--- src/rtl/wem_pkg.sv ---
// Package for the window error metrics block: payload structs, register
// indexes, fixed field widths and the control structs shared by the modules.
// Depends on nothing; every other file of the block uses it by scoped names.
`default_nettype none

package wem_pkg;

  // Default values of the top level parameters.
  localparam int DEF_MAX_DIM      = 4096;
  localparam int DEF_MAX_CHANNELS = 4;
  localparam int DEF_SAMPLE_BITS  = 16;
  localparam int DEF_FRAC_BITS    = 8;

  // Fixed field and accumulator widths.
  localparam int SAMPLE_W = 16;
  localparam int PIX_W    = 12;
  localparam int CHAN_W   = 2;
  localparam int OUT_W    = 24;
  localparam int CNT_W    = 27;
  localparam int ABS_W    = 42;
  localparam int SQ_W     = 58;

  // Largest error value; larger results saturate here.
  localparam logic [OUT_W-1:0] OUT_MAX = {OUT_W{1'b1}};

  // Bits of the integer part of the mean square before the root saturates.
  localparam int QLIM_W = 32;

  // Width of the signed clipping arithmetic (covers MAX_DIM up to 16384).
  localparam int CLIP_W = 16;

  // Configuration port.
  localparam int CFG_W     = 13;
  localparam int CFG_IDX_W = 3;
  localparam int CC_W      = 3;

  localparam logic [CFG_IDX_W-1:0] REG_CORNER1_X     = 3'd0;
  localparam logic [CFG_IDX_W-1:0] REG_CORNER1_Y     = 3'd1;
  localparam logic [CFG_IDX_W-1:0] REG_CORNER2_X     = 3'd2;
  localparam logic [CFG_IDX_W-1:0] REG_CORNER2_Y     = 3'd3;
  localparam logic [CFG_IDX_W-1:0] REG_IMAGE_WIDTH   = 3'd4;
  localparam logic [CFG_IDX_W-1:0] REG_IMAGE_HEIGHT  = 3'd5;
  localparam logic [CFG_IDX_W-1:0] REG_CHANNEL_COUNT = 3'd6;

  // Step modes of the shared compare-subtract unit.
  localparam logic MODE_DIV  = 1'b0;
  localparam logic MODE_SQRT = 1'b1;

  typedef struct packed {
    logic [SAMPLE_W-1:0] sample_a;
    logic [SAMPLE_W-1:0] sample_b;
    logic [PIX_W-1:0]    pixel_x;
    logic [PIX_W-1:0]    pixel_y;
    logic [CHAN_W-1:0]   channel;
    logic                last_sample;
  } in_t;

  typedef struct packed {
    logic [OUT_W-1:0] mean_abs_error;
    logic [OUT_W-1:0] rms_error;
    logic             window_empty;
    logic [CNT_W-1:0] sample_count;
  } out_t;

  // Window status toward the sequencer and the accumulator.
  typedef struct packed {
    logic nonempty;
    logic hit;
  } win_flags_t;

  // Strobes from the sequencer to the accumulator.
  typedef struct packed {
    logic load;
    logic diff;
    logic square;
    logic add;
    logic clear;
  } accum_ctl_t;

  // Clipped bounds along one axis.
  typedef struct packed {
    logic                     ok;
    logic signed [CLIP_W-1:0] lo;
    logic signed [CLIP_W-1:0] hi;
  } axis_t;

endpackage

`default_nettype wire

--- src/rtl/window_error_metrics_top.sv ---
// Top level of the window error metrics block: ports, output register and
// checks. Depends on wem_pkg, wem_window, wem_accum and wem_seq.
//
//   channel   direction  handshake            payload
//   in        input      in_valid / in_stall  wem_pkg::in_t  in_data
//   out       output     out_valid/out_stall  wem_pkg::out_t out_data
//   cfg       input      cfg_we               cfg_index, cfg_data
//
// A transfer that does not end a frame steps through accept, difference, square and add.
// Unless its window is empty, the last one then forms the normalizer and runs the two
// divisions and the square root (skipped when it saturates) on the shared compare-subtract
// unit before handing the result over.
// Synchronous reset restores the register defaults and clears the sums; no clearing pass.
// A result waits in the output register under out_stall while the next transfer proceeds.
`default_nettype none

module window_error_metrics_top #(
  parameter int MAX_DIM      = wem_pkg::DEF_MAX_DIM,
  parameter int MAX_CHANNELS = wem_pkg::DEF_MAX_CHANNELS,
  parameter int SAMPLE_BITS  = wem_pkg::DEF_SAMPLE_BITS,
  parameter int FRAC_BITS    = wem_pkg::DEF_FRAC_BITS
) (
  input  wire logic                           clk,
  input  wire logic                           rst,
  input  wire logic                           in_valid,
  output logic                                in_stall,
  input  wire wem_pkg::in_t                   in_data,
  output logic                                out_valid,
  input  wire logic                           out_stall,
  output wem_pkg::out_t                       out_data,
  input  wire logic                           cfg_we,
  input  wire logic [wem_pkg::CFG_IDX_W-1:0]  cfg_index,
  input  wire logic [wem_pkg::CFG_W-1:0]      cfg_data
);

  localparam int DIM_W = $clog2(MAX_DIM + 1);
  localparam int CH_W  = $clog2(MAX_CHANNELS + 1);

  wem_pkg::win_flags_t          flags;
  wem_pkg::accum_ctl_t          acc_ctl;
  wem_pkg::out_t                res;
  logic [DIM_W-1:0]             span_x, span_y;
  logic [CH_W-1:0]              nch;
  logic [wem_pkg::ABS_W-1:0]    sum_abs;
  logic [wem_pkg::SQ_W-1:0]     sum_sq;
  logic [wem_pkg::CNT_W-1:0]    count;
  logic                         busy, res_valid, res_take, in_xfer;

  wem_window #(
    .MAX_DIM      (MAX_DIM),
    .MAX_CHANNELS (MAX_CHANNELS)
  ) u_window (
    .clk       (clk),
    .rst       (rst),
    .cfg_we    (cfg_we),
    .cfg_index (cfg_index),
    .cfg_data  (cfg_data),
    .pixel_x   (in_data.pixel_x),
    .pixel_y   (in_data.pixel_y),
    .channel   (in_data.channel),
    .flags     (flags),
    .span_x    (span_x),
    .span_y    (span_y),
    .nch       (nch)
  );

  wem_accum #(
    .SAMPLE_BITS (SAMPLE_BITS)
  ) u_accum (
    .clk      (clk),
    .rst      (rst),
    .ctl      (acc_ctl),
    .sample_a (in_data.sample_a),
    .sample_b (in_data.sample_b),
    .hit      (flags.hit),
    .sum_abs  (sum_abs),
    .sum_sq   (sum_sq),
    .count    (count)
  );

  wem_seq #(
    .MAX_DIM      (MAX_DIM),
    .MAX_CHANNELS (MAX_CHANNELS),
    .FRAC_BITS    (FRAC_BITS)
  ) u_seq (
    .clk       (clk),
    .rst       (rst),
    .start     (in_xfer),
    .last_in   (in_data.last_sample),
    .nonempty  (flags.nonempty),
    .span_x    (span_x),
    .span_y    (span_y),
    .nch       (nch),
    .sum_abs   (sum_abs),
    .sum_sq    (sum_sq),
    .count     (count),
    .res_take  (res_take),
    .busy      (busy),
    .acc_ctl   (acc_ctl),
    .res_valid (res_valid),
    .res       (res)
  );

  // Input transfer is taken only while the sequencer is idle.
  assign in_stall = busy;
  assign in_xfer  = in_valid && !in_stall;

  // Output register: loads when empty or when its result transfers.
  assign res_take = res_valid && (!out_valid || !out_stall);

  always_ff @(posedge clk) begin
    if (rst) begin
      out_valid <= 1'b0;
    end else if (res_take) begin
      out_valid <= 1'b1;
    end else if (!out_stall) begin
      out_valid <= 1'b0;
    end
  end

  always_ff @(posedge clk) begin
    if (res_take) begin
      out_data <= res;
    end
  end

  // An empty window reports zero errors.
  a_empty_zero: assert property (@(posedge clk) disable iff (rst)
    out_valid && out_data.window_empty |->
      (out_data.mean_abs_error == '0) && (out_data.rms_error == '0))
    else $error("empty window result carries nonzero errors");

  // Handing a result to the output register clears the frame sums.
  a_clear_after_take: assert property (@(posedge clk) disable iff (rst)
    res_take |=> (count == '0) && (sum_abs == '0) && (sum_sq == '0))
    else $error("frame sums not cleared after result transfer");

  // A finished result waits in the sequencer until the output register frees.
  a_result_waits: assert property (@(posedge clk) disable iff (rst)
    res_valid && !res_take |=> res_valid && $stable(res))
    else $error("pending result lost or changed");

endmodule

`default_nettype wire

--- src/rtl/wem_window.sv ---
// Configuration registers and window logic: orders and clips the corners,
// gives the window spans, channel count and the in-window test of a sample.
// Depends on wem_pkg.
`default_nettype none

module wem_window #(
  parameter int MAX_DIM      = wem_pkg::DEF_MAX_DIM,
  parameter int MAX_CHANNELS = wem_pkg::DEF_MAX_CHANNELS,
  localparam int DIM_W = $clog2(MAX_DIM + 1),
  localparam int CH_W  = $clog2(MAX_CHANNELS + 1)
) (
  input  wire logic                           clk,
  input  wire logic                           rst,
  input  wire logic                           cfg_we,
  input  wire logic [wem_pkg::CFG_IDX_W-1:0]  cfg_index,
  input  wire logic [wem_pkg::CFG_W-1:0]      cfg_data,
  input  wire logic [wem_pkg::PIX_W-1:0]      pixel_x,
  input  wire logic [wem_pkg::PIX_W-1:0]      pixel_y,
  input  wire logic [wem_pkg::CHAN_W-1:0]     channel,
  output wem_pkg::win_flags_t                 flags,
  output logic [DIM_W-1:0]                    span_x,
  output logic [DIM_W-1:0]                    span_y,
  output logic [CH_W-1:0]                     nch
);

  localparam int CW = wem_pkg::CLIP_W;

  logic signed [wem_pkg::CFG_W-1:0] corner1_x, corner1_y, corner2_x, corner2_y;
  logic [wem_pkg::CFG_W-1:0]        image_width, image_height;
  logic [wem_pkg::CC_W-1:0]         channel_count;

  wem_pkg::axis_t      ax, ay;
  logic signed [CW-1:0] px_s, py_s;
  logic                 in_x, in_y, in_ch, win_open;

  // Order the corners, then clip them to [0, size-1] with size capped at MAX_DIM.
  function automatic wem_pkg::axis_t clip_axis(
    input logic signed [wem_pkg::CFG_W-1:0] c1,
    input logic signed [wem_pkg::CFG_W-1:0] c2,
    input logic [wem_pkg::CFG_W-1:0]        size
  );
    logic signed [CW-1:0] a, b, lim;
    logic [CW-1:0]        s;
    wem_pkg::axis_t       r;
    a = {{(CW - wem_pkg::CFG_W){c1[wem_pkg::CFG_W-1]}}, c1};
    b = {{(CW - wem_pkg::CFG_W){c2[wem_pkg::CFG_W-1]}}, c2};
    if (b < a) begin
      r.lo = b;
      r.hi = a;
    end else begin
      r.lo = a;
      r.hi = b;
    end
    s = CW'(size);
    if (s > CW'(MAX_DIM)) begin
      s = CW'(MAX_DIM);
    end
    lim = $signed(s) - CW'(1);
    if (r.lo < 0) begin
      r.lo = '0;
    end
    if (r.hi > lim) begin
      r.hi = lim;
    end
    r.ok = (r.lo <= r.hi);
    return r;
  endfunction

  // Register writes.
  always_ff @(posedge clk) begin
    if (rst) begin
      corner1_x     <= '0;
      corner1_y     <= '0;
      corner2_x     <= 13'sd4095;
      corner2_y     <= 13'sd4095;
      image_width   <= 13'd4096;
      image_height  <= 13'd4096;
      channel_count <= 3'd1;
    end else if (cfg_we) begin
      case (cfg_index)
        wem_pkg::REG_CORNER1_X:     corner1_x     <= $signed(cfg_data);
        wem_pkg::REG_CORNER1_Y:     corner1_y     <= $signed(cfg_data);
        wem_pkg::REG_CORNER2_X:     corner2_x     <= $signed(cfg_data);
        wem_pkg::REG_CORNER2_Y:     corner2_y     <= $signed(cfg_data);
        wem_pkg::REG_IMAGE_WIDTH:   image_width   <= cfg_data;
        wem_pkg::REG_IMAGE_HEIGHT:  image_height  <= cfg_data;
        wem_pkg::REG_CHANNEL_COUNT: channel_count <= cfg_data[wem_pkg::CC_W-1:0];
        default: ;
      endcase
    end
  end

  // Clipped window and effective channel count.
  always_comb begin
    ax = clip_axis(corner1_x, corner2_x, image_width);
    ay = clip_axis(corner1_y, corner2_y, image_height);
    if (32'(channel_count) > MAX_CHANNELS) begin
      nch = CH_W'(MAX_CHANNELS);
    end else begin
      nch = CH_W'(channel_count);
    end
    span_x   = DIM_W'(ax.hi - ax.lo + CW'(1));
    span_y   = DIM_W'(ay.hi - ay.lo + CW'(1));
    win_open = ax.ok && ay.ok && (nch != '0);
  end

  // In-window test of the sample on the input channel.
  always_comb begin
    px_s  = $signed(CW'(pixel_x));
    py_s  = $signed(CW'(pixel_y));
    in_x  = (px_s >= ax.lo) && (px_s <= ax.hi);
    in_y  = (py_s >= ay.lo) && (py_s <= ay.hi);
    in_ch = (CH_W + 2)'(channel) < (CH_W + 2)'(nch);
    flags.nonempty = win_open;
    flags.hit      = win_open && in_x && in_y && in_ch;
  end

endmodule

`default_nettype wire

--- src/rtl/wem_accum.sv ---
// Sample datapath and frame accumulators: absolute difference, its square,
// and the running sums and count, stepped by strobes from the sequencer.
// Depends on wem_pkg.
`default_nettype none

module wem_accum #(
  parameter int SAMPLE_BITS = wem_pkg::DEF_SAMPLE_BITS
) (
  input  wire logic                          clk,
  input  wire logic                          rst,
  input  wire wem_pkg::accum_ctl_t           ctl,
  input  wire logic [wem_pkg::SAMPLE_W-1:0]  sample_a,
  input  wire logic [wem_pkg::SAMPLE_W-1:0]  sample_b,
  input  wire logic                          hit,
  output logic [wem_pkg::ABS_W-1:0]          sum_abs,
  output logic [wem_pkg::SQ_W-1:0]           sum_sq,
  output logic [wem_pkg::CNT_W-1:0]          count
);

  localparam int SW = wem_pkg::SAMPLE_W;
  localparam logic [SW-1:0] SMASK = SW'(((SW + 1)'(1) << SAMPLE_BITS) - (SW + 1)'(1));

  logic [SW-1:0]   a_r, b_r, diff;
  logic [2*SW-1:0] diff_sq;
  logic            hit_r;

  // Operand capture, difference and square, one step per strobe.
  always_ff @(posedge clk) begin
    if (ctl.load) begin
      a_r   <= sample_a & SMASK;
      b_r   <= sample_b & SMASK;
      hit_r <= hit;
    end
    if (ctl.diff) begin
      diff <= (a_r > b_r) ? (a_r - b_r) : (b_r - a_r);
    end
    if (ctl.square) begin
      diff_sq <= diff * diff;
    end
  end

  // Running sums; they wrap at their widths and clear after each result.
  always_ff @(posedge clk) begin
    if (rst || ctl.clear) begin
      sum_abs <= '0;
      sum_sq  <= '0;
      count   <= '0;
    end else if (ctl.add && hit_r) begin
      sum_abs <= sum_abs + wem_pkg::ABS_W'(diff);
      sum_sq  <= sum_sq + wem_pkg::SQ_W'(diff_sq);
      count   <= count + wem_pkg::CNT_W'(1);
    end
  end

endmodule

`default_nettype wire

--- src/rtl/wem_cs_unit.sv ---
// Shared compare-subtract unit: one step of restoring division or of the
// digit-by-digit square root, selected by the step mode.
// Depends on wem_pkg.
`default_nettype none

module wem_cs_unit #(
  parameter int UNIT_W = 28,
  parameter int N_W    = 27,
  parameter int RT_W   = 24
) (
  input  wire logic              mode,
  input  wire logic [UNIT_W-1:0] rem,
  input  wire logic [1:0]        top_bits,
  input  wire logic [RT_W-1:0]   root,
  input  wire logic [N_W-1:0]    divisor,
  output logic                   ge,
  output logic [UNIT_W-1:0]      rem_out
);

  logic [UNIT_W-1:0] shifted, subtrahend, diff;

  // Bring down one dividend bit or two radicand bits, then trial subtract.
  always_comb begin
    if (mode == wem_pkg::MODE_SQRT) begin
      shifted    = {rem[UNIT_W-3:0], top_bits};
      subtrahend = UNIT_W'({root, 2'b01});
    end else begin
      shifted    = {rem[UNIT_W-2:0], top_bits[1]};
      subtrahend = UNIT_W'(divisor);
    end
    diff    = shifted - subtrahend;
    ge      = (shifted >= subtrahend);
    rem_out = ge ? diff : shifted;
  end

endmodule

`default_nettype wire

--- src/rtl/wem_seq.sv ---
// Sequencer: steps the sample datapath, forms the normalizer, and runs both
// divisions and the square root through the shared compare-subtract unit.
// Depends on wem_pkg and wem_cs_unit.
`default_nettype none

module wem_seq #(
  parameter int MAX_DIM      = wem_pkg::DEF_MAX_DIM,
  parameter int MAX_CHANNELS = wem_pkg::DEF_MAX_CHANNELS,
  parameter int FRAC_BITS    = wem_pkg::DEF_FRAC_BITS,
  localparam int DIM_W = $clog2(MAX_DIM + 1),
  localparam int CH_W  = $clog2(MAX_CHANNELS + 1)
) (
  input  wire logic                       clk,
  input  wire logic                       rst,
  input  wire logic                       start,
  input  wire logic                       last_in,
  input  wire logic                       nonempty,
  input  wire logic [DIM_W-1:0]           span_x,
  input  wire logic [DIM_W-1:0]           span_y,
  input  wire logic [CH_W-1:0]            nch,
  input  wire logic [wem_pkg::ABS_W-1:0]  sum_abs,
  input  wire logic [wem_pkg::SQ_W-1:0]   sum_sq,
  input  wire logic [wem_pkg::CNT_W-1:0]  count,
  input  wire logic                       res_take,
  output logic                            busy,
  output wem_pkg::accum_ctl_t             acc_ctl,
  output logic                            res_valid,
  output wem_pkg::out_t                   res
);

  localparam int  N_W    = $clog2(longint'(MAX_DIM) * longint'(MAX_DIM) *
                                  longint'(MAX_CHANNELS) + 64'd1);
  localparam int  PR_W   = 2 * DIM_W;
  localparam int  NF_W   = PR_W + CH_W;
  localparam int  DIV_W  = wem_pkg::SQ_W + 2 * FRAC_BITS;
  localparam int  RT_W   = wem_pkg::QLIM_W / 2 + FRAC_BITS;
  localparam int  UNIT_W = (N_W + 1 > RT_W + 3) ? N_W + 1 : RT_W + 3;
  localparam int  IT_W   = $clog2(DIV_W + 1);
  localparam int  OW     = wem_pkg::OUT_W;

  localparam logic [3:0] S_IDLE  = 4'd0;
  localparam logic [3:0] S_DIFF  = 4'd1;
  localparam logic [3:0] S_SQ    = 4'd2;
  localparam logic [3:0] S_ADD   = 4'd3;
  localparam logic [3:0] S_NMUL1 = 4'd4;
  localparam logic [3:0] S_NMUL2 = 4'd5;
  localparam logic [3:0] S_DIVA  = 4'd6;
  localparam logic [3:0] S_DIVS  = 4'd7;
  localparam logic [3:0] S_SQRT  = 4'd8;
  localparam logic [3:0] S_DONE  = 4'd9;

  logic [3:0]        state, state_next;
  logic              last_flag, last_flag_next;
  logic [PR_W-1:0]   prod_wh, prod_wh_next;
  logic [N_W-1:0]    n_val, n_val_next;
  logic [DIV_W-1:0]  work, work_next, work_div;
  logic [UNIT_W-1:0] rem, rem_next, step_rem;
  logic [RT_W-1:0]   root, root_next, root_step;
  logic [IT_W-1:0]   iter, iter_next;
  logic [OW-1:0]     mae, mae_next, rms, rms_next;
  logic              empty, empty_next;
  logic              step_ge, step_mode;
  logic [NF_W-1:0]   n_full;
  logic [RT_W+OW-1:0] root_ext;

  // The one arithmetic unit shared by all three long operations.
  wem_cs_unit #(
    .UNIT_W (UNIT_W),
    .N_W    (N_W),
    .RT_W   (RT_W)
  ) u_cs (
    .mode     (step_mode),
    .rem      (rem),
    .top_bits (work[DIV_W-1:DIV_W-2]),
    .root     (root),
    .divisor  (n_val),
    .ge       (step_ge),
    .rem_out  (step_rem)
  );

  assign step_mode = (state == S_SQRT) ? wem_pkg::MODE_SQRT : wem_pkg::MODE_DIV;
  assign work_div  = {work[DIV_W-2:0], step_ge};
  assign root_step = {root[RT_W-2:0], step_ge};
  assign n_full    = NF_W'(prod_wh) * NF_W'(nch);
  assign root_ext  = (RT_W + OW)'(root_step);

  assign busy      = (state != S_IDLE);
  assign res_valid = (state == S_DONE);

  // Result fields.
  always_comb begin
    res.mean_abs_error = mae;
    res.rms_error      = rms;
    res.window_empty   = empty;
    res.sample_count   = count;
  end

  // Next-state and datapath control.
  always_comb begin
    state_next     = state;
    last_flag_next = last_flag;
    prod_wh_next   = prod_wh;
    n_val_next     = n_val;
    work_next      = work;
    rem_next       = rem;
    root_next      = root;
    iter_next      = iter;
    mae_next       = mae;
    rms_next       = rms;
    empty_next     = empty;
    acc_ctl        = '0;

    case (state)
      S_IDLE: begin
        if (start) begin
          acc_ctl.load   = 1'b1;
          last_flag_next = last_in;
          state_next     = S_DIFF;
        end
      end
      S_DIFF: begin
        acc_ctl.diff = 1'b1;
        state_next   = S_SQ;
      end
      S_SQ: begin
        acc_ctl.square = 1'b1;
        state_next     = S_ADD;
      end
      S_ADD: begin
        acc_ctl.add = 1'b1;
        if (!last_flag) begin
          state_next = S_IDLE;
        end else if (!nonempty) begin
          empty_next = 1'b1;
          mae_next   = '0;
          rms_next   = '0;
          state_next = S_DONE;
        end else begin
          empty_next = 1'b0;
          state_next = S_NMUL1;
        end
      end
      // Normalizer: columns times rows, then times channels.
      S_NMUL1: begin
        prod_wh_next = PR_W'(span_x) * PR_W'(span_y);
        state_next   = S_NMUL2;
      end
      S_NMUL2: begin
        n_val_next = N_W'(n_full);
        work_next  = DIV_W'(sum_abs) << FRAC_BITS;
        rem_next   = '0;
        iter_next  = IT_W'(DIV_W);
        state_next = S_DIVA;
      end
      // Mean absolute error: one quotient bit per cycle.
      S_DIVA: begin
        work_next = work_div;
        rem_next  = step_rem;
        iter_next = iter - IT_W'(1);
        if (iter == IT_W'(1)) begin
          mae_next   = (work_div > DIV_W'(wem_pkg::OUT_MAX)) ? wem_pkg::OUT_MAX
                                                             : work_div[OW-1:0];
          work_next  = DIV_W'(sum_sq) << (2 * FRAC_BITS);
          rem_next   = '0;
          iter_next  = IT_W'(DIV_W);
          state_next = S_DIVS;
        end
      end
      // Mean square with fraction bits, then the saturation check.
      S_DIVS: begin
        work_next = work_div;
        rem_next  = step_rem;
        iter_next = iter - IT_W'(1);
        if (iter == IT_W'(1)) begin
          if (work_div[DIV_W-1:2*RT_W] != '0) begin
            rms_next   = wem_pkg::OUT_MAX;
            state_next = S_DONE;
          end else begin
            work_next  = DIV_W'(work_div[2*RT_W-1:0]) << (DIV_W - 2 * RT_W);
            rem_next   = '0;
            root_next  = '0;
            iter_next  = IT_W'(RT_W);
            state_next = S_SQRT;
          end
        end
      end
      // Square root: one root bit per cycle.
      S_SQRT: begin
        work_next = work << 2;
        rem_next  = step_rem;
        root_next = root_step;
        iter_next = iter - IT_W'(1);
        if (iter == IT_W'(1)) begin
          rms_next   = (root_ext > (RT_W + OW)'(wem_pkg::OUT_MAX)) ? wem_pkg::OUT_MAX
                                                                   : OW'(root_step);
          state_next = S_DONE;
        end
      end
      S_DONE: begin
        if (res_take) begin
          acc_ctl.clear = 1'b1;
          state_next    = S_IDLE;
        end
      end
      default: begin
        state_next = S_IDLE;
      end
    endcase
  end

  always_ff @(posedge clk) begin
    if (rst) begin
      state <= S_IDLE;
    end else begin
      state <= state_next;
    end
  end

  always_ff @(posedge clk) begin
    last_flag <= last_flag_next;
    prod_wh   <= prod_wh_next;
    n_val     <= n_val_next;
    work      <= work_next;
    rem       <= rem_next;
    root      <= root_next;
    iter      <= iter_next;
    mae       <= mae_next;
    rms       <= rms_next;
    empty     <= empty_next;
  end

endmodule

`default_nettype wire

--- config.mk ---
export PLATFORM = sky130hd
export DESIGN_NAME = window_error_metrics_top
export DESIGN_NICKNAME = d
export VERILOG_FILES = /design/src/rtl/wem_pkg.sv /design/src/rtl/window_error_metrics_top.sv /design/src/rtl/wem_window.sv /design/src/rtl/wem_accum.sv /design/src/rtl/wem_cs_unit.sv /design/src/rtl/wem_seq.sv
export SDC_FILE = /design/constraint.sdc
export NUM_CORES = 2
export LEC_CHECK = 0
export BUFFER_PORTS_ARGS = -buffer_cell sky130_fd_sc_hd__buf_2
export CAP_MARGIN = 20
export CORE_MARGIN = 1
export CORE_UTILIZATION = 45
export DETAILED_ROUTE_END_ITERATION = 12
export HOLD_SLACK_MARGIN = 0.15
export PLACE_DENSITY = 0.67
export SYNTH_ARGS = -nofsm -noshare
export SYNTH_HDL_FRONTEND = slang
export SYNTH_SLANG_ARGS = --single-unit
export TNS_END_PERCENT = 50
--- constraint.sdc ---
create_clock -name clk -period 35.9 [get_ports clk]
set_clock_uncertainty 0.15 [all_clocks]
set_input_delay 1.795 -clock clk [delete_from_list [all_inputs] [get_ports clk]]
set_output_delay 1.795 -clock clk [all_outputs]
set_load 0.01 [all_outputs]
==> flow_summary.ini <==
[run_status]
outcome = finished clean

[setup_path]
critPathBufInv = 7
crit_type = flip-flop to flip-flop
cp.required_ns = 36.12
critPathLaunchType = flip-flop
cpLargestDelayFamily = adder cells
critical_path.slowest_cell = xnor2_1
critPathCaptureType = flip-flop
cp.arrival_ns = 13.29
path_max_fanout = 25
critPathMaxStageDelay_ns = 0.78

[drt]
routedWlPerCell_um = 17.7
route.vias.total = 37400
final_antenna_net_count = 0
via_per_inst = 5.51
drt_iter0_drc = 2861
drt-total-wl_um = 120000
dr.pass1.iters = 9
route.detailed.drc = 0

[place]
portBuffers = 157
hpwl_um = 90300
place_ws_ns = 22.89
gp_congestion = 0.917

[die]
chipWidth_um = 331
num_io_pins = 158
core_mm2 = 0.107
start_util = 0.454
die_h_um = 331
dieArea_mm2 = 0.110
row_count = 120

[timing]
relSlewSlack = 0.280
period_share = 0.364
finalSetupViolCount = 0
setup_ws_ns = 22.83
max_freq_mhz = 76.5
tns_ns = 0
hold_viol = 0
hold_ws_ns = 0.254
worst_slew_pin_slew_ns = 1.08
slew_viol_final = 0
fin_crit_ns = 13.07
rsz0062_at_grt = false

[synthesis]
ys_ff_latch = 604
ys_warn_count = 0
synth-edff-count = 391
synth_area_per_cell_um2 = 9.26
syn_inst = 5259
yosys.area_share.simple = 0.169
synth_fa_ha_area_frac = 0.252
synth_cell_types = 83
synth_top_family_by_area = adder cells
synth.mux.area_fraction = 0.0142
synth-xor-area-share = 0.0432
synth_area_mm2 = 0.0487
synth_async_sr_flop_share = 0
synth-seq-area-share = 0.329
synth_nets = 6128
synth_compound_area_frac = 0.130
ys.flop_type = edfxtp_1

[global_routing]
grt_max_degree = 82
grt-ovfl-total = 0
antenna_found_initial = 6
first_global_vias = 36200
grt_usage = 0.219
grt_pass1_wl_um = 193000

[clock_network]
clkTransAtPathRegs_ns = 0.06
cts_setup_buffers = 0
clk_latency_ns = 0.65
clock-sinks = 604
cts_made_buffers = 71
htreeDepth = 3
clk_path_buf_depth = 3
cts_tree = built
hold_buffers = 0
ctsResizeCount = 0
cts_root_buf = clkbuf_16

[finish]
syn2layout_area_growth_pct = 9.71
nets = 6205
drive_gt1_frac = 0.0710

[job]
maxCapViolations = 0

[hold_path]
hold_class = flip-flop to flip-flop
==> Yosys cell counts, types with 14 or more instances <==
cell | instances | area [um2]
ha_1 | 471 | 5890
or3_1 | 29 | 181
a21o_1 | 78 | 586
xor2_1 | 96 | 841
o21a_1 | 57 | 428
nor2_1 | 361 | 1360
nor2b_1 | 47 | 294
clkbuf_1 | 167 | 627
a221oi_1 | 18 | 158
nor3_1 | 65 | 325
fa_1 | 318 | 6370
nand2b_1 | 63 | 394
nand3b_1 | 33 | 248
nor4_1 | 26 | 163
o21ai_0 | 150 | 751
a222oi_1 | 55 | 551
o211ai_1 | 16 | 120
and4_1 | 14 | 123
and3_1 | 39 | 244
inv_1 | 603 | 2260
a21oi_1 | 350 | 1750
or2_2 | 23 | 144
buf_2 | 20 | 100
buf_1 | 17 | 63.8
nand3_1 | 101 | 505
xnor2_1 | 144 | 1260
o21bai_1 | 21 | 158
nand4_1 | 38 | 238
dfxtp_1 | 213 | 4260
a211oi_1 | 39 | 293
mux2i_1 | 60 | 601
a22oi_1 | 25 | 188
and2_1 | 150 | 938
nor3b_1 | 16 | 120
edfxtp_1 | 391 | 11700
nand2_1 | 756 | 2840
a31oi_1 | 35 | 219
==> placed cells by master (no fill, tap or decap), types with 57 or more instances in the layout <==
| cell type | netlist | layout |
|---|---|---|
| buf_2 | 20 | 157 |
| inv_1 | 603 | 603 |
| mux2i_1 | 60 | 60 |
| o21ai_0 | 150 | 147 |
| nand2_1 | 756 | 755 |
| nand3_1 | 101 | 101 |
| a21oi_1 | 350 | 346 |
| xor2_1 | 96 | 96 |
| and2_1 | 150 | 150 |
| nand2b_1 | 63 | 63 |
| ha_1 | 471 | 471 |
| nor3_1 | 65 | 61 |
| clkbuf_16 | 0 | 72 |
| xnor2_1 | 144 | 144 |
| nor2_1 | 361 | 359 |
| dfxtp_1 | 213 | 213 |
| a21o_1 | 78 | 78 |
| edfxtp_1 | 391 | 391 |
| o21a_1 | 57 | 57 |
| fa_1 | 318 | 318 |
==> worst reg2reg max path: cells and delay by family (launching register included) <==
family                     cells  cell delay [ns]
muxes                          1             0.44
DFF                            1             0.33
buffers and inverters          7             1.06
AOI/OAI and AO/OA             15             3.58
adders and majority gates     10             4.29
xor gates and xnor gates       2             0.91
and+or+nand+nor                9             2.07
==> state kept, by name, indices dropped and copies added, names as in the netlist, 16 cells and up <==
name	count
out_data	76
u_accum.a_r	16
u_accum.b_r	16
u_accum.count	27
u_accum.diff	16
u_accum.diff_sq	31
u_accum.sum_abs	42
u_accum.sum_sq	58
u_seq.mae	24
u_seq.n_val	27
u_seq.prod_wh	26
u_seq.rem	27
u_seq.rms	24
u_seq.root	24
u_seq.work	74
==> layer usage <==
| metal | routed length [um] | global-route usage | share of wire |
|---|---|---|---|
| met5 | 41 | 0 | 0.00034 |
| met4 | 2880 | 0.0580 | 0.024 |
| met3 | 8730 | 0.0381 | 0.073 |
| met2 | 53100 | 0.344 | 0.44 |
| met1 | 55500 | 0.311 | 0.46 |
==> through the flow <==
step,instance area [um2],utilization,instances
finish,53400,0.498,6799
global route,53400,0.498,6798
CTS,53400,0.498,6794
detailed placement,50900,0.475,6662
global placement,50900,0.475,6659
floorplan,48700,-,5259
==> layout make-up <==
cell class / count / area, um2
inverters: 604 / 2270
well taps: 1403 / 1760
multi-input cells: 3845 / 29700
fillers: 10000 / 53800
clock inverters: 47 / 593
clock buffers: 85 / 1850
flip-flops and latches: 604 / 16000
repair buffers: 210 / 1200
diodes: 1 / 2.50
==> worst paths after layout <==
check                               from                 to  slack [ns]  cells past startpoint
setup reg to reg  u_window.corner1_y[12]  u_seq.prod_wh[25]       22.83                     44
hold / removal             u_seq.mae[13]       out_data[65]        0.25                      0
setup / recovery  u_window.corner1_y[12]  u_seq.prod_wh[25]       22.83                     44
hold reg to reg            u_seq.mae[13]       out_data[65]        0.25                      0
==> logic make-up after synthesis <==
logic type / count (synthesis)
fa+ha+maj: 789
buf+inv: 810
xor+xnor: 240
mux: 68
simple gates: 1776
flops: 604
compound gates: 972
Power is not shown: default switching activity piles up to over one toggle a cycle in this logic, so the estimate is an artifact.
